### src/hdl/raw_row_length_code_decoder_core_macros.svh
// Assertion macros shared by the decoder modules.
`ifndef RAW_ROW_LENGTH_CODE_DECODER_CORE_MACROS_SVH
`define RAW_ROW_LENGTH_CODE_DECODER_CORE_MACROS_SVH

// Same-cycle implication, disabled while reset is asserted.
`define RRLCD_ASSERT_IMPL(label, clk, rstn, ante, cons, msg) \
  label: assert property (@(posedge clk) disable iff (!rstn) (ante) |-> (cons)) \
    else $error(msg);

// Next-cycle implication, disabled while reset is asserted.
`define RRLCD_ASSERT_NEXT(label, clk, rstn, ante, cons, msg) \
  label: assert property (@(posedge clk) disable iff (!rstn) (ante) |=> (cons)) \
    else $error(msg);

`endif

### src/hdl/rrlcd_pkg.sv
package rrlcd_pkg;

  typedef logic [31:0] word_t;
  typedef logic [15:0] pixel_t;
  typedef logic [13:0] column_t;
  typedef logic [3:0]  len_t;

  // Widest row the decoder honours; wider settings are clamped to it.
  localparam column_t MAX_ROW_WIDTH   = 14'd11976;
  localparam column_t ROW_WIDTH_RESET = 14'd8;
  localparam int unsigned QUEUE_DEPTH = 2;

  // A length of this value means a raw 16-bit sample.
  localparam len_t LEN_RAW = 4'd14;

  typedef struct packed {
    word_t stream_word;
    logic  row_start;
  } word_item_t;

  typedef struct packed {
    logic       valid;
    word_item_t item;
  } queue_head_t;

  typedef struct packed {
    logic [2:0] zeros;
    logic [2:0] used;
    logic       bit_b;
  } code_t;

  // Decodes one length code from the six bits at the head of the stream,
  // most significant first.
  function automatic code_t decode_code(input logic [5:0] bits);
    code_t c;
    c = '0;
    priority if (bits[5]) begin
      c.zeros = 3'd0;
      c.used  = 3'd1;
    end else if (bits[4]) begin
      c.zeros = 3'd1;
      c.used  = 3'd3;
      c.bit_b = bits[3];
    end else if (bits[3]) begin
      c.zeros = 3'd2;
      c.used  = 3'd4;
      c.bit_b = bits[2];
    end else if (bits[2]) begin
      c.zeros = 3'd3;
      c.used  = 3'd5;
      c.bit_b = bits[1];
    end else if (bits[1]) begin
      c.zeros = 3'd4;
      c.used  = 3'd6;
      c.bit_b = bits[0];
    end else begin
      c.zeros = 3'd5;
      c.used  = 3'd6;
      c.bit_b = bits[0];
    end
    return c;
  endfunction

  // Length table, indexed by zero count and the bit after the code.
  function automatic len_t code_length(input logic [2:0] zeros, input logic bit_b);
    len_t l;
    unique case ({zeros, bit_b})
      4'b0010: l = 4'd8;
      4'b0011: l = 4'd7;
      4'b0100: l = 4'd6;
      4'b0101: l = 4'd9;
      4'b0110: l = 4'd11;
      4'b0111: l = 4'd10;
      4'b1000: l = 4'd5;
      4'b1001: l = 4'd12;
      4'b1010: l = 4'd14;
      4'b1011: l = 4'd13;
      default: l = 4'd0;
    endcase
    return l;
  endfunction

endpackage

### src/hdl/rrlcd_if.sv
interface rrlcd_word_if import rrlcd_pkg::*; ();
  logic  valid;
  logic  ready;
  word_t stream_word;
  logic  row_start;

  modport source (output valid, output stream_word, output row_start, input ready);
  modport sink   (input valid, input stream_word, input row_start, output ready);
endinterface

interface rrlcd_pixel_if import rrlcd_pkg::*; ();
  logic    valid;
  logic    ready;
  pixel_t  pixel;
  column_t column;
  logic    last_of_row;
  logic    corrupt;

  modport source (output valid, output pixel, output column, output last_of_row,
                  output corrupt, input ready);
  modport sink   (input valid, input pixel, input column, input last_of_row,
                  input corrupt, output ready);
endinterface

### src/hdl/rrlcd_front.sv
`include "raw_row_length_code_decoder_core_macros.svh"

module rrlcd_front import rrlcd_pkg::*; #(
  parameter int unsigned DEPTH = QUEUE_DEPTH
) (
  input  logic         clk_i,
  input  logic         rst_ni,
  rrlcd_word_if.sink   word_i,
  input  logic         pop_i,
  output queue_head_t  head_o
);

  localparam int unsigned PtrW = (DEPTH > 1) ? $clog2(DEPTH) : 1;
  localparam int unsigned CntW = $clog2(DEPTH + 1);

  word_item_t            mem_q [DEPTH];
  logic [PtrW-1:0]       wr_ptr_q, wr_ptr_d, rd_ptr_q, rd_ptr_d;
  logic [CntW-1:0]       count_q, count_d;
  logic                  push;

  assign word_i.ready = (count_q != CntW'(DEPTH));
  assign push         = word_i.valid && word_i.ready;

  assign head_o.valid = (count_q != '0);
  assign head_o.item  = mem_q[rd_ptr_q];

  always_comb begin
    wr_ptr_d = wr_ptr_q;
    rd_ptr_d = rd_ptr_q;
    count_d  = count_q;
    if (push) begin
      wr_ptr_d = (wr_ptr_q == PtrW'(DEPTH - 1)) ? '0 : wr_ptr_q + PtrW'(1);
    end
    if (pop_i) begin
      rd_ptr_d = (rd_ptr_q == PtrW'(DEPTH - 1)) ? '0 : rd_ptr_q + PtrW'(1);
    end
    unique case ({push, pop_i})
      2'b10:   count_d = count_q + CntW'(1);
      2'b01:   count_d = count_q - CntW'(1);
      default: count_d = count_q;
    endcase
  end

  always_ff @(posedge clk_i or negedge rst_ni) begin
    if (!rst_ni) begin
      wr_ptr_q <= '0;
      rd_ptr_q <= '0;
      count_q  <= '0;
    end else begin
      wr_ptr_q <= wr_ptr_d;
      rd_ptr_q <= rd_ptr_d;
      count_q  <= count_d;
    end
  end

  always_ff @(posedge clk_i) begin
    if (push) begin
      mem_q[wr_ptr_q] <= '{stream_word: word_i.stream_word, row_start: word_i.row_start};
    end
  end

  `RRLCD_ASSERT_IMPL(a_pop_not_empty, clk_i, rst_ni, pop_i, count_q != '0, "queue popped while empty")
  `RRLCD_ASSERT_IMPL(a_count_bound, clk_i, rst_ni, 1'b1, count_q <= CntW'(DEPTH), "queue count beyond depth")

endmodule

### src/hdl/rrlcd_back.sv
`include "raw_row_length_code_decoder_core_macros.svh"

module rrlcd_back import rrlcd_pkg::*; (
  input  logic          clk_i,
  input  logic          rst_ni,
  input  column_t       row_width_i,
  input  queue_head_t   head_i,
  output logic          pop_o,
  rrlcd_pixel_if.source pix_o
);

  logic [63:0]       buf_q, buf_d;
  logic [5:0]        held_q, held_d;
  logic [1:0][15:0]  pred_q, pred_d;
  logic [1:0][3:0]   len_q, len_d;
  column_t           col_q, col_d;
  logic              done_q, done_d;
  logic              codes_q, codes_d;

  logic              out_valid_q, out_valid_d;
  pixel_t            out_pixel_q, out_pixel_d;
  column_t           out_column_q, out_column_d;
  logic              out_last_q, out_last_d;
  logic              out_corrupt_q, out_corrupt_d;

  logic              busy, slot_free, past_end, need_codes, err, par, raw, is_last;
  logic              pix_load, err_load;
  column_t           width, coded_end, col_inc;
  logic [63:0]       shifted;
  logic [31:0]       win, win2;
  code_t             code0, code1;
  logic [3:0]        used_codes;
  len_t              cur_len;
  pixel_t            v16, diff_v, half, pix_val;
  logic [4:0]        used_pix;

  assign pix_o.valid       = out_valid_q;
  assign pix_o.pixel       = out_pixel_q;
  assign pix_o.column      = out_column_q;
  assign pix_o.last_of_row = out_last_q;
  assign pix_o.corrupt     = out_corrupt_q;

  always_comb begin
    // A column whose codes have just been read still owes its pixel, even when
    // the codes left fewer than 32 bits in the buffer.
    busy       = !done_q && (held_q[5] || codes_q);
    pop_o      = !busy && head_i.valid;
    slot_free  = !out_valid_q || pix_o.ready;
    width      = (row_width_i > MAX_ROW_WIDTH) ? MAX_ROW_WIDTH : row_width_i;
    coded_end  = {width[13:3], 3'b000};
    // The next 32 stream bits, most significant first, zero filled when fewer
    // are held.
    shifted    = buf_q << (7'd64 - {1'b0, held_q});
    win        = shifted[63:32];
    past_end   = (col_q >= width);
    need_codes = (col_q < coded_end) && (col_q[2:0] == 3'b000) && !codes_q;
    code0      = decode_code(win[31:26]);
    win2       = win << code0.used;
    code1      = decode_code(win2[31:26]);
    err        = (col_q == '0) && ((code0.zeros == 3'd0) || (code1.zeros == 3'd0));
    used_codes = {1'b0, code0.used} + {1'b0, code1.used};
    par        = col_q[0];
    cur_len    = (col_q >= coded_end) ? LEN_RAW : len_q[par];
    raw        = (cur_len == LEN_RAW) || (cur_len == 4'd0);
    v16        = win[31:16];
    diff_v     = v16 >> (5'd16 - {1'b0, cur_len});
    half       = 16'd1 << (cur_len - 4'd1);
    pix_val    = raw ? v16 : pred_q[par] + diff_v + 16'd1 - half;
    used_pix   = raw ? 5'd16 : {1'b0, cur_len};
    col_inc    = col_q + 14'd1;
    is_last    = (col_inc == width);
    err_load   = busy && !past_end && need_codes && slot_free && err;
    pix_load   = busy && !past_end && !need_codes && slot_free;
  end

  always_comb begin
    buf_d         = buf_q;
    held_d        = held_q;
    pred_d        = pred_q;
    len_d         = len_q;
    col_d         = col_q;
    done_d        = done_q;
    codes_d       = codes_q;
    out_valid_d   = out_valid_q && !pix_o.ready;
    out_pixel_d   = out_pixel_q;
    out_column_d  = out_column_q;
    out_last_d    = out_last_q;
    out_corrupt_d = out_corrupt_q;

    if (pop_o) begin
      if (head_i.item.row_start) begin
        buf_d   = {32'd0, head_i.item.stream_word};
        held_d  = 6'd32;
        pred_d  = '0;
        len_d   = '0;
        col_d   = '0;
        done_d  = 1'b0;
        codes_d = 1'b0;
      end else if (!done_q) begin
        buf_d  = {buf_q[31:0], head_i.item.stream_word};
        held_d = held_q + 6'd32;
      end
    end else if (busy) begin
      priority if (past_end) begin
        done_d = 1'b1;
      end else if (need_codes) begin
        if (slot_free) begin
          if (err) begin
            out_valid_d   = 1'b1;
            out_pixel_d   = '0;
            out_column_d  = '0;
            out_last_d    = 1'b1;
            out_corrupt_d = 1'b1;
            done_d        = 1'b1;
          end else begin
            held_d  = held_q - {2'b00, used_codes};
            codes_d = 1'b1;
            if (code0.zeros != 3'd0) begin
              len_d[0] = code_length(code0.zeros, code0.bit_b);
            end
            if (code1.zeros != 3'd0) begin
              len_d[1] = code_length(code1.zeros, code1.bit_b);
            end
          end
        end
      end else begin
        if (slot_free) begin
          out_valid_d   = 1'b1;
          out_pixel_d   = pix_val;
          out_column_d  = col_q;
          out_last_d    = is_last;
          out_corrupt_d = 1'b0;
          pred_d[par]   = pix_val;
          held_d        = held_q - {1'b0, used_pix};
          col_d         = col_inc;
          codes_d       = 1'b0;
          if (is_last) begin
            done_d = 1'b1;
          end
        end
      end
    end
  end

  always_ff @(posedge clk_i or negedge rst_ni) begin
    if (!rst_ni) begin
      held_q      <= '0;
      col_q       <= '0;
      done_q      <= 1'b1;
      codes_q     <= 1'b0;
      out_valid_q <= 1'b0;
    end else begin
      held_q      <= held_d;
      col_q       <= col_d;
      done_q      <= done_d;
      codes_q     <= codes_d;
      out_valid_q <= out_valid_d;
    end
  end

  always_ff @(posedge clk_i) begin
    buf_q         <= buf_d;
    pred_q        <= pred_d;
    len_q         <= len_d;
    out_pixel_q   <= out_pixel_d;
    out_column_q  <= out_column_d;
    out_last_q    <= out_last_d;
    out_corrupt_q <= out_corrupt_d;
  end

  `RRLCD_ASSERT_IMPL(a_corrupt_shape, clk_i, rst_ni, out_valid_q && out_corrupt_q, out_last_q && (out_column_q == '0), "corrupt result not at column zero")
  `RRLCD_ASSERT_NEXT(a_row_closes, clk_i, rst_ni, err_load || (pix_load && is_last), done_q, "row not closed after its final result")
  `RRLCD_ASSERT_IMPL(a_pixel_in_row, clk_i, rst_ni, pix_load, (col_q < width) && (held_q[5] || codes_q), "pixel decoded outside the row or short of bits")

endmodule

### src/hdl/raw_row_length_code_decoder_core.sv
// Channel   Direction  Handshake     Payload
// word_i    in         valid/ready   stream_word[31:0], row_start
// pixel_o   out        valid/ready   pixel[15:0], column[13:0], last_of_row, corrupt
// cfg       in         cfg_we_i      cfg_wdata_i[13:0] (row width)
//
// A word moves from the queue into the bit buffer; the pixels are then decoded in turn,
// and each eighth coded column first reads its two codes.
// Reset empties the queue, the output register and the row position; the decoder then
// waits for a transaction with row_start set. There is no clearing pass.
// A stalled output holds the back end; the queue keeps taking transactions until full.

`include "raw_row_length_code_decoder_core_macros.svh"

module raw_row_length_code_decoder_core import rrlcd_pkg::*; #(
  parameter int unsigned QueueDepth = QUEUE_DEPTH
) (
  input  logic          clk_i,
  input  logic          rst_ni,
  input  logic          cfg_we_i,
  input  column_t       cfg_wdata_i,
  rrlcd_word_if.sink    word_i,
  rrlcd_pixel_if.source pixel_o
);

  // The row width register. The user must write it only while the decoder is idle,
  // so the back end may read it directly at every column; the block does not enforce it.
  column_t     row_width_q, row_width_d;

  // Head of the word queue, handed from the front end to the back end.
  queue_head_t head;
  logic        pop;

  always_comb begin
    row_width_d = row_width_q;
    if (cfg_we_i) begin
      row_width_d = cfg_wdata_i;
    end
  end

  always_ff @(posedge clk_i or negedge rst_ni) begin
    if (!rst_ni) begin
      row_width_q <= ROW_WIDTH_RESET;
    end else begin
      row_width_q <= row_width_d;
    end
  end

  // The front end takes each transaction into a short queue, so that the
  // input side can run ahead of the pixel loop until the queue is full.
  rrlcd_front #(
    .DEPTH (QueueDepth)
  ) u_front (
    .clk_i  (clk_i),
    .rst_ni (rst_ni),
    .word_i (word_i),
    .pop_i  (pop),
    .head_o (head)
  );

  // The back end owns the bit buffer, the predictors and the code lengths.
  // It pops a word whenever fewer than 32 bits are held and no column is still
  // owed its pixel after its codes were read, or when the row is closed; words
  // arriving for a closed row without row_start are dropped.
  rrlcd_back u_back (
    .clk_i       (clk_i),
    .rst_ni      (rst_ni),
    .row_width_i (row_width_q),
    .head_i      (head),
    .pop_o       (pop),
    .pix_o       (pixel_o)
  );

  // A popped word must always be a valid queue entry.
  `RRLCD_ASSERT_IMPL(a_pop_valid, clk_i, rst_ni, pop, head.valid, "word popped from an empty queue")

endmodule
### src/flat_wrapper.sv
// flat-port wrapper written by rule: the top's interface ports become plain ports
module raw_row_length_code_decoder_core_flat import rrlcd_pkg::*;
#(
  parameter int unsigned QueueDepth = QUEUE_DEPTH
)
  (clk_i, rst_ni, cfg_we_i, cfg_wdata_i, word_i_valid, word_i_stream_word, word_i_row_start, word_i_ready, pixel_o_valid, pixel_o_pixel, pixel_o_column, pixel_o_last_of_row, pixel_o_corrupt, pixel_o_ready);
  rrlcd_word_if word_i_i ();
  rrlcd_pixel_if pixel_o_i ();
  input  logic clk_i;
  input  logic rst_ni;
  input  logic cfg_we_i;
  input  column_t cfg_wdata_i;
  input wire logic [$bits(word_i_i.valid)-1:0] word_i_valid;
  input wire logic [$bits(word_i_i.stream_word)-1:0] word_i_stream_word;
  input wire logic [$bits(word_i_i.row_start)-1:0] word_i_row_start;
  output wire logic [$bits(word_i_i.ready)-1:0] word_i_ready;
  output wire logic [$bits(pixel_o_i.valid)-1:0] pixel_o_valid;
  output wire logic [$bits(pixel_o_i.pixel)-1:0] pixel_o_pixel;
  output wire logic [$bits(pixel_o_i.column)-1:0] pixel_o_column;
  output wire logic [$bits(pixel_o_i.last_of_row)-1:0] pixel_o_last_of_row;
  output wire logic [$bits(pixel_o_i.corrupt)-1:0] pixel_o_corrupt;
  input wire logic [$bits(pixel_o_i.ready)-1:0] pixel_o_ready;
  assign word_i_i.valid = word_i_valid;
  assign word_i_i.stream_word = word_i_stream_word;
  assign word_i_i.row_start = word_i_row_start;
  assign word_i_ready = word_i_i.ready;
  assign pixel_o_valid = pixel_o_i.valid;
  assign pixel_o_pixel = pixel_o_i.pixel;
  assign pixel_o_column = pixel_o_i.column;
  assign pixel_o_last_of_row = pixel_o_i.last_of_row;
  assign pixel_o_corrupt = pixel_o_i.corrupt;
  assign pixel_o_i.ready = pixel_o_ready;
  raw_row_length_code_decoder_core #(.QueueDepth(QueueDepth)) u_core (.clk_i(clk_i), .rst_ni(rst_ni), .cfg_we_i(cfg_we_i), .cfg_wdata_i(cfg_wdata_i), .word_i(word_i_i), .pixel_o(pixel_o_i));
endmodule
### config.mk
export PLATFORM = sky130hd
export DESIGN_NAME = raw_row_length_code_decoder_core_flat
export DESIGN_NICKNAME = d
export VERILOG_FILES = /design/src/hdl/rrlcd_pkg.sv /design/src/hdl/rrlcd_if.sv /design/src/hdl/rrlcd_front.sv /design/src/hdl/rrlcd_back.sv /design/src/hdl/raw_row_length_code_decoder_core.sv /design/src/flat_wrapper.sv
export VERILOG_INCLUDE_DIRS = /design/src /design/src/hdl
export SDC_FILE = /design/constraint.sdc
export NUM_CORES = 1
export LEC_CHECK = 0
export ABC_AREA = 1
export BUFFER_PORTS_ARGS = -buffer_cell sky130_fd_sc_hd__buf_2
export CORE_UTILIZATION = 52
export CTS_CLUSTER_DIAMETER = 150
export DETAILED_ROUTE_END_ITERATION = 10
export GPL_ROUTABILITY_DRIVEN = 1
export HOLD_SLACK_MARGIN = 0.15
export PLACE_DENSITY = 0.8
export REMOVE_ABC_BUFFERS = 1
export SLEW_MARGIN = 30
export SYNTH_ARGS = -nofsm -noshare
export SYNTH_HDL_FRONTEND = slang
export SYNTH_SLANG_ARGS = --single-unit
### constraint.sdc
create_clock -name clk_i -period 9.2 [get_ports clk_i]
set_clock_uncertainty 0.2 [all_clocks]
set_input_delay 1.84 -clock clk_i [delete_from_list [all_inputs] [get_ports clk_i]]
set_output_delay 1.84 -clock clk_i [all_outputs]
set_load 0.03 [all_outputs]
# [Word level (Yosys, flattened, before mapping)]
# Memories as Yosys holds them, arrays and structs flattened.
# Cells that the tools add are included.
# Widths: inputs -> output; s select.
[totals] reg_bits=177 ram_bits=66 mem_bits_ro=128 inputBits=52 output_inout_bits=34 word_cells=198 memories=3
[memory_table] memory="u_core.u_front.mem_q" depth=2 width=33 read_ports=1 rd_clocked_by_memory_dff=0 write_ports=1 line="rrlcd_front.sv:16" source="word_item_t mem_q [DEPTH];"
[memory_table] memory="(name not given)" depth=16 width=4 read_ports=1 rd_clocked_by_memory_dff=0 write_ports=0 line="rrlcd_pkg.sv:67" source="unique case ({zeros, bit_b})"
[memory_table] memory="(name not given)" depth=16 width=4 read_ports=1 rd_clocked_by_memory_dff=0 write_ports=0 line="rrlcd_pkg.sv:67"
[op_classes] n_addsub=15 order_cmp=6 eq_ne=14 n_shift=4 mux=94 bitwise=2 n_reduce_logical=41
[ops] cell="$mux 32" n=7
[ops] cell="$mux 14" n=11
[ops] cell="$mux 16" n=8
[ops] cell="$mux 6" n=11
[ops] cell="$mux 64" n=1
[ops] cell="$shl 64x7->64" n=1
[ops] cell="$mux 8" n=7
[ops] cell="$mux 7" n=6
[ops] cell="$bwmux 32" n=1
[ops] cell="$mux 1" n=32
[ops] cell="$shl 32x3->32" n=1
[ops] cell="$ge 14x14->1" n=2
[ops] cell="$reduce_and 5->1" n=5
[ops] cell="$mux 4" n=5
[ops] cell="$add 16x1->16 const B" n=1
[ops] cell="$add 16x16->16" n=1
[ops] cell="$demux 16 s1" n=1
[ops] cell="$shl 1x4->16 const A" n=1
[ops] cell="$shr 16x5->16" n=1
[ops] cell="$sub 16x16->16" n=1
[ops] cell="$mux 5" n=3
[ops] cell="$add 14x1->14 const B" n=1
[ops] cell="$eq 14x14->1" n=1
[ops] cell="$gt 14x14->1 const B" n=1
[ops] cell="33 further kinds" n=66

# [Longest topological paths before layout]
# Gate-level depths: netlist of the first run.
[logic_depth] ltp_word=22 depth_mapped=48 mapped_depth_nobuf=46

# [Modules after synthesis]
# Synthesis of the first run repeated with hierarchy kept, for this count alone.
[unflattened] cells_unflattened=2239 hier_area_um2=17141.4
[modules_own_cells] mod="rrlcd_back" instances=1 cells_per_inst=1983 area_per_inst_um2=13942.1 seq_area_each_um2=4660.7
[modules_own_cells] mod="rrlcd_front" instances=1 cells_per_inst=197 area_per_inst_um2=2667.6 seq_area_each_um2=2082.0
[modules_own_cells] mod="raw_row_length_code_decoder_core" instances=1 cells_per_inst=59 area_per_inst_um2=531.8 seq_area_each_um2=351.6

# [Least setup slack after synthesis of the first run]
# OpenSTA, ideal clock, no wires.
[synth_path] kind="register to register" start="register u_core.row_width_q[1]" end="register u_core.u_back.pred_q[14] (netlist name) (data pin)" setup_ns=0.269 arrival_time_ns=6.644 required_time_ns=8.731 slack_ns=2.087 path_stages_with_launch=43 n_path_buf=2 period_less_slack_ns=7.113 cell_sequence="dfrtp_1 inv_1 nand3_1 nand2_1 nand3_1 nand2_1 a21oi_1 o21ai_1 inv_1 nor2_1 ha_1 a21oi_1 o21a_1 nand2_1 a21oi_1 nand2_1 nor2_1 inv_1 [7 not listed] o211ai_1 fa_1 inv_1 ha_1 a21oi_1 nand2_1 a31oi_1 o21ai_0 nand2_1 nand2_1 a21oi_1 o21ai_0 a21oi_1 nor2_1 nor2_1 xnor2_1 o21ai_0 a21oi_1"
[synth_between] elab_chain_len=16 word_cells_on_any_way=21 cone_classes="add/sub: 5; order compare: 2; eq/ne: 1; shift: 2; mux: 9; reduce/logical: 2"
[synth_rtl] item="from (decl)" line="raw_row_length_code_decoder_core.sv:27" source="column_t row_width_q, row_width_d;"
[synth_rtl] item="from (signal assigned)" line="raw_row_length_code_decoder_core.sv:44" source="row_width_q <= row_width_d;"
[synth_rtl] item="$gt 14x14->1 *" line="rrlcd_back.sv:49" source="width = (row_width_i > MAX_ROW_WIDTH) ? MAX_ROW_WIDTH : row_width_i;"
[synth_rtl] item="$mux 14 *" line="rrlcd_back.sv:49"
[synth_rtl] item="$ge 14x14->1 *" line="rrlcd_back.sv:63" source="cur_len = (col_q >= coded_end) ? LEN_RAW : len_q[par];"
[synth_rtl] item="$mux 4 *" line="rrlcd_back.sv:63"
[synth_rtl] item="$sub 5x4->5" line="rrlcd_back.sv:66" source="diff_v = v16 >> (5'd16 - {1'b0, cur_len});"
[synth_rtl] item="$shr 16x5->16" line="rrlcd_back.sv:66"
[synth_rtl] item="$add 16x16->16" line="rrlcd_back.sv:68" source="pix_val = raw ? v16 : pred_q[par] + diff_v + 16'd1 - half;"
[synth_rtl] item="$add 16x1->16" line="rrlcd_back.sv:68"
[synth_rtl] item="$sub 16x16->16" line="rrlcd_back.sv:68"
[synth_rtl] item="$mux 16 *" line="rrlcd_back.sv:68"
[synth_rtl] item="$bwmux 32 *" line="rrlcd_back.sv:133" source="pred_d[par] = pix_val;"
[synth_rtl] item="$mux 32 *" line="rrlcd_back.sv:127" source="if (slot_free) begin"
[synth_rtl] item="$mux 32 *" line="rrlcd_back.sv:106" source="end else if (need_codes) begin"
[synth_rtl] item="$mux 32 *" line="rrlcd_back.sv:104" source="priority if (past_end) begin"
[synth_rtl] item="$mux 32 *" line="rrlcd_back.sv:103" source="end else if (busy) begin"
[synth_rtl] item="$mux 32 *" line="rrlcd_back.sv:90" source="if (pop_o) begin"
[synth_rtl] item="to (signal assigned)" line="rrlcd_back.sv:163" source="pred_q <= pred_d;"
[synth_rtl] item="to (decl)" line="rrlcd_back.sv:14" source="logic [1:0][15:0] pred_q, pred_d;"
# Mark *: on every way between the ends. The rest lies on a longest branch, timed or not. The select of a mux whose other input is x is not followed.
# A chain may end at the register's enable or synchronous reset.

# [Worst setup path after layout of the first run]
[layout_path] start="register u_core.row_width_q[1]" end="register u_core.u_back.pred_q[30] (netlist name) (data pin)"
# Same word-level chain as after synthesis.

==> results of run 1 <==
stage by stage:
| step | setup WS (ns) | instance area (um2) |
|---|---|---|
| final | 1.07 | 18400 |
| after floorplan | 0.690 | 16400 |
| after global placement | 1.23 | 17500 |
| after detailed placement | 0.891 | 17500 |
| after CTS | 0.884 | 18400 |
| after global routing | 0.192 | 18400 |
worst max-delay path: cells and delay by family, from the launching register on:
family,cells,cell delay [ns]
flops,1,0.40
fa+ha+maj,4,1.65
mux,1,0.23
compound gates,15,2.78
buf+inv,7,1.20
xor+xnor,1,0.08
simple gates,13,1.28
registers in the layout, summed over array words and instances, names as in the netlist, 2 cells and up:
name and count:
u_core.u_back.buf_q 64, u_core.u_back.len_q 8, u_core.u_back.held_q 6, u_core.row_width_q 14
u_core.u_front.mem_q 66, u_core.u_back.pred_q 32, u_core.u_back.pix_o.column 14, u_core.u_front.count_q 2
u_core.u_back.col_q 14, u_core.u_back.pix_o.pixel 16
repair_timing:
| action | CTS | global route |
|---|---|---|
| setup endpoints to repair | 0 | 3 |
| gates resized for setup | 0 | 2 |
| hold buffers | 0 | 0 |
kinds of logic (layout without fill, tap and decap cells):
family / after synthesis / count (layout) / synth area share [%]
AO/OA/AOI/OAI: 298 / 298 / 10.0
XOR/XNOR: 34 / 34 / 1.75
adder cells (fa/ha/maj): 76 / 76 / 6.44
buffers and inverters: 324 / 367 / 8.58
flip-flops: 243 / 243 / 41.8
multiplexers: 16 / 16 / 0.987
AND/OR/NAND/NOR: 1214 / 1214 / 30.5
layout by cell type, fill, tap and decap left out, types with 5 or more instances in the layout:
master / count
o211ai_1: 32
a31oi_1: 6
nand3_1: 314
nor2_1: 167
xor2_1: 27
nand2_2: 9
xnor2_1: 7
o22ai_1: 11
nor3_1: 23
mux2i_1: 10
clkbuf_1: 7
ha_1: 55
o21ai_1: 16
nand2_1: 656
buf_4: 19
mux2_2: 6
nor2_2: 7
inv_2: 10
clkbuf_16: 26
a21oi_1: 87
clkinv_1: 9
buf_2: 84
bufinv_16: 5
nand4_1: 14
dfrtp_1: 37
o21ai_0: 114
fa_1: 19
o21a_1: 9
edfxtp_1: 202
inv_1: 198
path summary, 6_finish.rpt:
kind	slack, ns	depth (start not counted)	to	from
min	0.31	2	u_core.u_back.buf_q[1]$_DFFE_PP_	u_core.u_front.mem_q[0][2]$_DFFE_PP_
max in group asynchronous	7.35	1	u_core.u_back.held_q[0]$_DFFE_PN0P_	rst_ni
min reg2reg	0.31	2	u_core.u_back.buf_q[1]$_DFFE_PP_	u_core.u_front.mem_q[0][2]$_DFFE_PP_
min in group asynchronous	1.04	1	u_core.u_back.col_q[4]$_DFFE_PN0P_	rst_ni
max	1.07	41	u_core.u_back.pred_q[30]$_SDFFCE_PP0P_	u_core.row_width_q[1]$_DFFE_PN0P_
max reg2reg	1.07	41	u_core.u_back.pred_q[30]$_SDFFCE_PP0P_	u_core.row_width_q[1]$_DFFE_PN0P_
final cells by class:
class | count | share of cell area (%)
multi-input combinational | 1638 | 46.1
inverter | 217 | 4.48
clock buffer | 33 | 3.68
clock inverter | 14 | 1.17
timing repair buffer | 103 | 3.06
tap | 435 | 2.96
sequential | 243 | 38.6
per-layer routing:
metal / part of all wire, % / global-route usage (%) / up-vias
met5: 0 / 0 / -
met4: 2.2 / 6.62 / 0
met3: 6.4 / 3.36 / 82
met2: 46 / 43.8 / 598
met1: 45 / 37.1 / 6972
li1: - / - / 7403
==> results.py, run 1 <==
metrics = {
    "setup_path": {
        "cp_max_fo": 24,
        "crit_path_max_incr_delay_ns": 0.53,
        "cp.arrival_ns": 8.23,
        "slowest_stage": "fa_1",
        "critical_path_class": "reg2reg",
        "worst_setup_path_end_kind": "flop",
        "required_ns": 9.29,
        "cp-start-kind": "flop",
    },
    "outcome": {
        "status": "finished clean",
    },
    "timing": {
        "slew_headroom_pct": 40.8,
        "drv_slew": 0,
        "min_period_ns": 8.13,
        "fin_setup_tns_ns": 0,
        "clock.fmax_mhz": 123,
        "hold-worst-slack_ns": 0.307,
        "min_period_over_period_pct": 88.4,
        "setup_viol": 0,
        "hold_viol": 0,
        "rsz0062_at_grt": "false",
        "tightest_slew_ns": 0.877,
    },
    "yosys": {
        "synth.distinct_cells": 56,
        "ys.flop_type": "edfxtp_1",
        "syn_avg_cell_area_um2": 7.71,
        "synth_most_common_cell": "nand2_1",
        "yosysTopAreaCellShare_pct": 35.7,
        "ys_seq_area_share_pct": 41.8,
        "synth_largest_area_cell": "edfxtp_1",
        "async_flop_share_pct": 16.9,
        "synthTopCellsByArea": "edfxtp_1 36%, nand2_1 15%, nand3_1 9.2%",
        "syn_area_mm2": 0.0170,
        "syn_inst": 2205,
        "netlist_top_cells_count": "657 x nand2_1, 314 x nand3_1, 202 x edfxtp_1",
        "ys_seq_elements": 243,
        "synth_edf_count": 202,
        "ys.warnings.count": 0,
    },
    "detailed_routing": {
        "first_pass_iters": 8,
        "drtIter0Drc": 1367,
        "wl_um": 43500,
        "viasPerCell": 5.61,
        "drtAntennaViolNets": 0,
        "vias": 15100,
        "drc": 0,
        "post_drt_wl_per_cell_um": 16.2,
    },
    "clock_network": {
        "numCtsBuffers": 26,
        "clk_pin_slew_ns": 0.06,
        "clock_latency_ns": 0.58,
        "cts_tree": "yes",
        "clk_path_buf_depth": 3,
        "post_cts_buffers": 0,
        "htree_levels": 1,
        "cts_root_buf": "clkbuf_16",
        "cts_sinks": 243,
    },
    "placed_design": {
        "hpwlAfterDp_um": 31400,
        "dp_cells": 2636,
        "place.port_buffers": 85,
        "globalplace.congestion": 0.972,
    },
    "layout": {
        "multi_input_comb_area_mm2": 0.00848,
        "diodes": 0,
        "nNetsFinal": 2357,
        "drive_gt1_share_pct": 9.03,
        "finalNonFillerCells": 2683,
        "final_core_utilization_pct": 57.7,
        "syn_to_final_growth_pct": 8.28,
        "num-fill-cells": 2922,
        "regArea_mm2": 0.00710,
    },
    "floorplanning": {
        "die_height_um": 183,
        "start_util_pct": 53.3,
        "die_area_mm2": 0.0334,
        "dieWidth_um": 183,
        "core_mm2": 0.0319,
        "core.rowCount": 65,
        "io_pins": 86,
    },
    "worst_hold_path": {
        "hp-class": "reg2reg",
    },
    "global_routing": {
        "grt_overflow": 0,
        "grt_pass1_wl_um": 71800,
        "grt_max_degree": 69,
        "grt_use_total_pct": 26.6,
        "antenna_found_initial": 0,
        "grt_pass1_vias": 14300,
    },
    "job": {
        "drv_cap": 0,
    },
}
Power of run 1 is left out: the tool's default activity adds up to more than one toggle a clock period on the data nets, which glitch-free logic cannot reach.
==> run 2, diff against run 1 <==
--- a/config.mk
+++ b/config.mk
@@ -6,7 +6,6 @@
 export SDC_FILE = /design/constraint.sdc
 export NUM_CORES = 1
 export LEC_CHECK = 0
-export ABC_AREA = 1
 export BUFFER_PORTS_ARGS = -buffer_cell sky130_fd_sc_hd__buf_2
 export CORE_UTILIZATION = 52
 export CTS_CLUSTER_DIAMETER = 150
==> results.py, run 2 <==
metrics = {
    "outcome": {
        "status": "finished clean",
    },
    "global_routing": {
        "grt_pass1_wl_um": 65100,
        "antenna_found_initial": 0,
        "grt_max_degree": 77,
        "grt_overflow": 0,
        "grt_pass1_vias": 12000,
        "grt_use_total_pct": 24.5,
    },
    "layout": {
        "nNetsFinal": 1672,
        "final_cell_area_mm2": 0.0187,
        "drive_gt1_share_pct": 21.4,
        "largest_reg_flops": 66,
        "syn_to_final_growth_pct": 10.4,
        "most-common-layout-cells": "202 x edfxtp_1, 117 x nand2_1, 109 x nor2_1",
        "top_register": "u_core.u_front.mem_q",
        "diodes": 0,
        "reg.largest.list": "u_core.u_front.mem_q x66, u_core.u_back.buf_q x64, u_core.u_back.pred_q x32",
        "final_common_cell": "edfxtp_1",
    },
    "yosys": {
        "async_flop_share_pct": 16.9,
        "synth_most_common_cell": "edfxtp_1",
        "netlist_top_cells_count": "202 x edfxtp_1, 117 x nand2_1, 110 x nor2_1",
        "ys.flop_type": "edfxtp_1",
        "ys_seq_area_share_pct": 41.8,
        "yosysTopAreaCellShare_pct": 35.7,
        "synth.distinct_cells": 93,
        "ys_seq_elements": 243,
        "synth_xor_area_share_pct": 3.29,
        "syn_area_mm2": 0.0170,
        "synth_largest_area_cell": "edfxtp_1",
        "synth_edf_count": 202,
        "muxShareOfSynthArea_pct": 20.5,
        "synthSimpleGateAreaFrac_pct": 12.2,
        "synth_compound_area_share_pct": 11.4,
        "syn_inst": 1499,
        "ys.warnings.count": 0,
        "synthAdderAreaFrac_pct": 6.44,
        "synthTopCellsByArea": "edfxtp_1 36%, mux4_2 9.3%, mux2i_1 6.4%",
        "synth_top_family_by_area": "multiplexers",
        "syn_avg_cell_area_um2": 11.3,
    },
    "timing": {
        "tightest_slew_ns": 0.997,
        "min_period_ns": 8.46,
        "rsz0062_at_grt": "false",
        "layout_setup_ws_ns": 0.740,
        "hold_viol": 0,
        "min_period_over_period_pct": 92.0,
        "clock.fmax_mhz": 118,
        "drv_slew": 0,
        "fin_setup_tns_ns": 0,
        "slew_headroom_pct": 33.5,
        "setup_viol": 0,
    },
    "detailed_routing": {
        "vias": 12400,
        "drtIter0Drc": 1304,
        "viasPerCell": 6.19,
        "drc": 0,
        "wl_um": 40500,
        "post_drt_wl_per_cell_um": 20.2,
        "drtAntennaViolNets": 0,
        "first_pass_iters": 7,
    },
    "setup_path": {
        "critical_path_class": "reg2reg",
        "slowest_stage": "ha_2",
        "worst_setup_path_end_kind": "flop",
        "cp-start-kind": "flop",
        "r2r_slack_ns": 0.74,
        "cp.arrival_ns": 8.52,
        "r2r_end": "u_core.u_back.pred_q[30]$_SDFFCE_PP0P_",
        "cpMostUsedCell": "a21oi_1",
        "r2r_cells": 31,
        "crit_path_max_incr_delay_ns": 0.63,
        "cp_max_fo": 20,
        "reg2reg_from": "u_core.row_width_q[0]$_DFFE_PN0P_",
        "required_ns": 9.26,
    },
    "clock_network": {
        "numCtsBuffers": 27,
        "post_cts_buffers": 0,
        "cts_sinks": 243,
        "clk_path_buf_depth": 3,
        "htree_levels": 1,
        "cts_tree": "yes",
        "cts_root_buf": "clkbuf_16",
        "clk_pin_slew_ns": 0.06,
        "clock_latency_ns": 0.54,
    },
    "worst_hold_path": {
        "hp-class": "reg2reg",
        "hold_path_end": "u_core.u_front.wr_ptr_q$_DFFE_PN0P_",
        "worstHoldStart": "u_core.u_front.wr_ptr_q$_DFFE_PN0P_",
        "hold_depth": 1,
    },
    "floorplanning": {
        "io_pins": 86,
        "die_area_mm2": 0.0334,
        "dieWidth_um": 183,
        "core.rowCount": 65,
        "core_mm2": 0.0318,
        "die_height_um": 183,
        "start_util_pct": 53.4,
    },
    "placed_design": {
        "hpwlAfterDp_um": 29500,
        "placed_cell_area_mm2": 0.0178,
        "place.port_buffers": 85,
        "globalplace.congestion": 0.956,
        "pre_cts_ws_ns": 0.564,
    },
    "job": {
        "drv_cap": 0,
    },
}
[run 2: changes by cell type in the layout (fill, tap and decap cells not counted), sizes merged, moves of 66 or more]
cell	change
nand2	-550
nand3	-290
inv	-149
mux2i	+100
mux4	+73
o21ai	-69
nor2	-66
[run 2: worst max-delay path, delay by kind of cell (launching register included)]
family          cells  cell delay (ns)
xor+xnor            1             0.09
buf+inv             2             0.12
fa+ha+maj           4             1.76
simple gates        2             0.39
flops               1             0.40
mux                 1             0.40
compound gates     21             4.82
[run 2: final cells by class]
cell class	count	area, um2
Timing Repair Buffer	120	758
Fill cell	2542	13100
Multi-Input combinational cell	1091	9220
Clock inverter	17	194
Inverter	61	229
Tap cell	435	544
Sequential cell	243	7100
Clock buffer	33	698
[run 2: worst max path at each step]
| stage | endpoint | slack (ns) | start |
|---|---|---|---|
| 4_1_cts | u_core.u_back.pred_q[30]$_SDFFCE_PP0P_ | 0.52 | u_core.row_width_q[0]$_DFFE_PN0P_ |
| 3_5_place_dp | u_core.u_back.pred_q[30]$_SDFFCE_PP0P_ | 0.56 | u_core.row_width_q[0]$_DFFE_PN0P_ |
| 6_report | u_core.u_back.pred_q[30]$_SDFFCE_PP0P_ | 0.74 | u_core.row_width_q[0]$_DFFE_PN0P_ |
| 2_1_floorplan | u_core.u_back.pix_o.pixel[14]$_SDFFCE_PP0P_ | -3.35 | u_core.u_back.held_q[0]$_DFFE_PN0P_ |
| 3_3_place_gp | u_core.u_back.pred_q[30]$_SDFFCE_PP0P_ | 0.67 | u_core.row_width_q[0]$_DFFE_PN0P_ |
| 5_1_grt | u_core.u_back.pred_q[30]$_SDFFCE_PP0P_ | 0.13 | u_core.row_width_q[0]$_DFFE_PN0P_ |
[run 2: cell families after synthesis]
kind of cell / after synthesis
buffers and inverters: 165
XOR/XNOR: 59
multiplexers: 247
AND/OR/NAND/NOR: 429
adder cells (fa/ha/maj): 76
flip-flops: 243
AO/OA/AOI/OAI: 280
[run 2: what timing repair did]
item,in CTS,in global routing
hold buffers,0,0
resized for setup,0,1
setup endpoints to repair,0,2
[run 2: layer usage]
layer / wire, um / global-route usage, %
met5: 0 / 0
met4: 864 / 5.88
met3: 2820 / 3.05
met2: 19100 / 39.7
met1: 17700 / 35.2
[run 2: stage by stage]
| step | util [%] | hold WS, ns | cells |
|---|---|---|---|
| 2_1_floorplan | - | 0.261 | 1395 |
| 6_report | 58.9 | 0.328 | 2000 |
| 4_1_cts | 58.8 | 0.326 | 1998 |
| 3_5_place_dp | 56.0 | 0.313 | 1948 |
| 3_3_place_gp | 55.8 | 0.296 | 1946 |
| 5_1_grt | 58.9 | 0.343 | 2000 |
Power of run 2 is left out for the same reason.
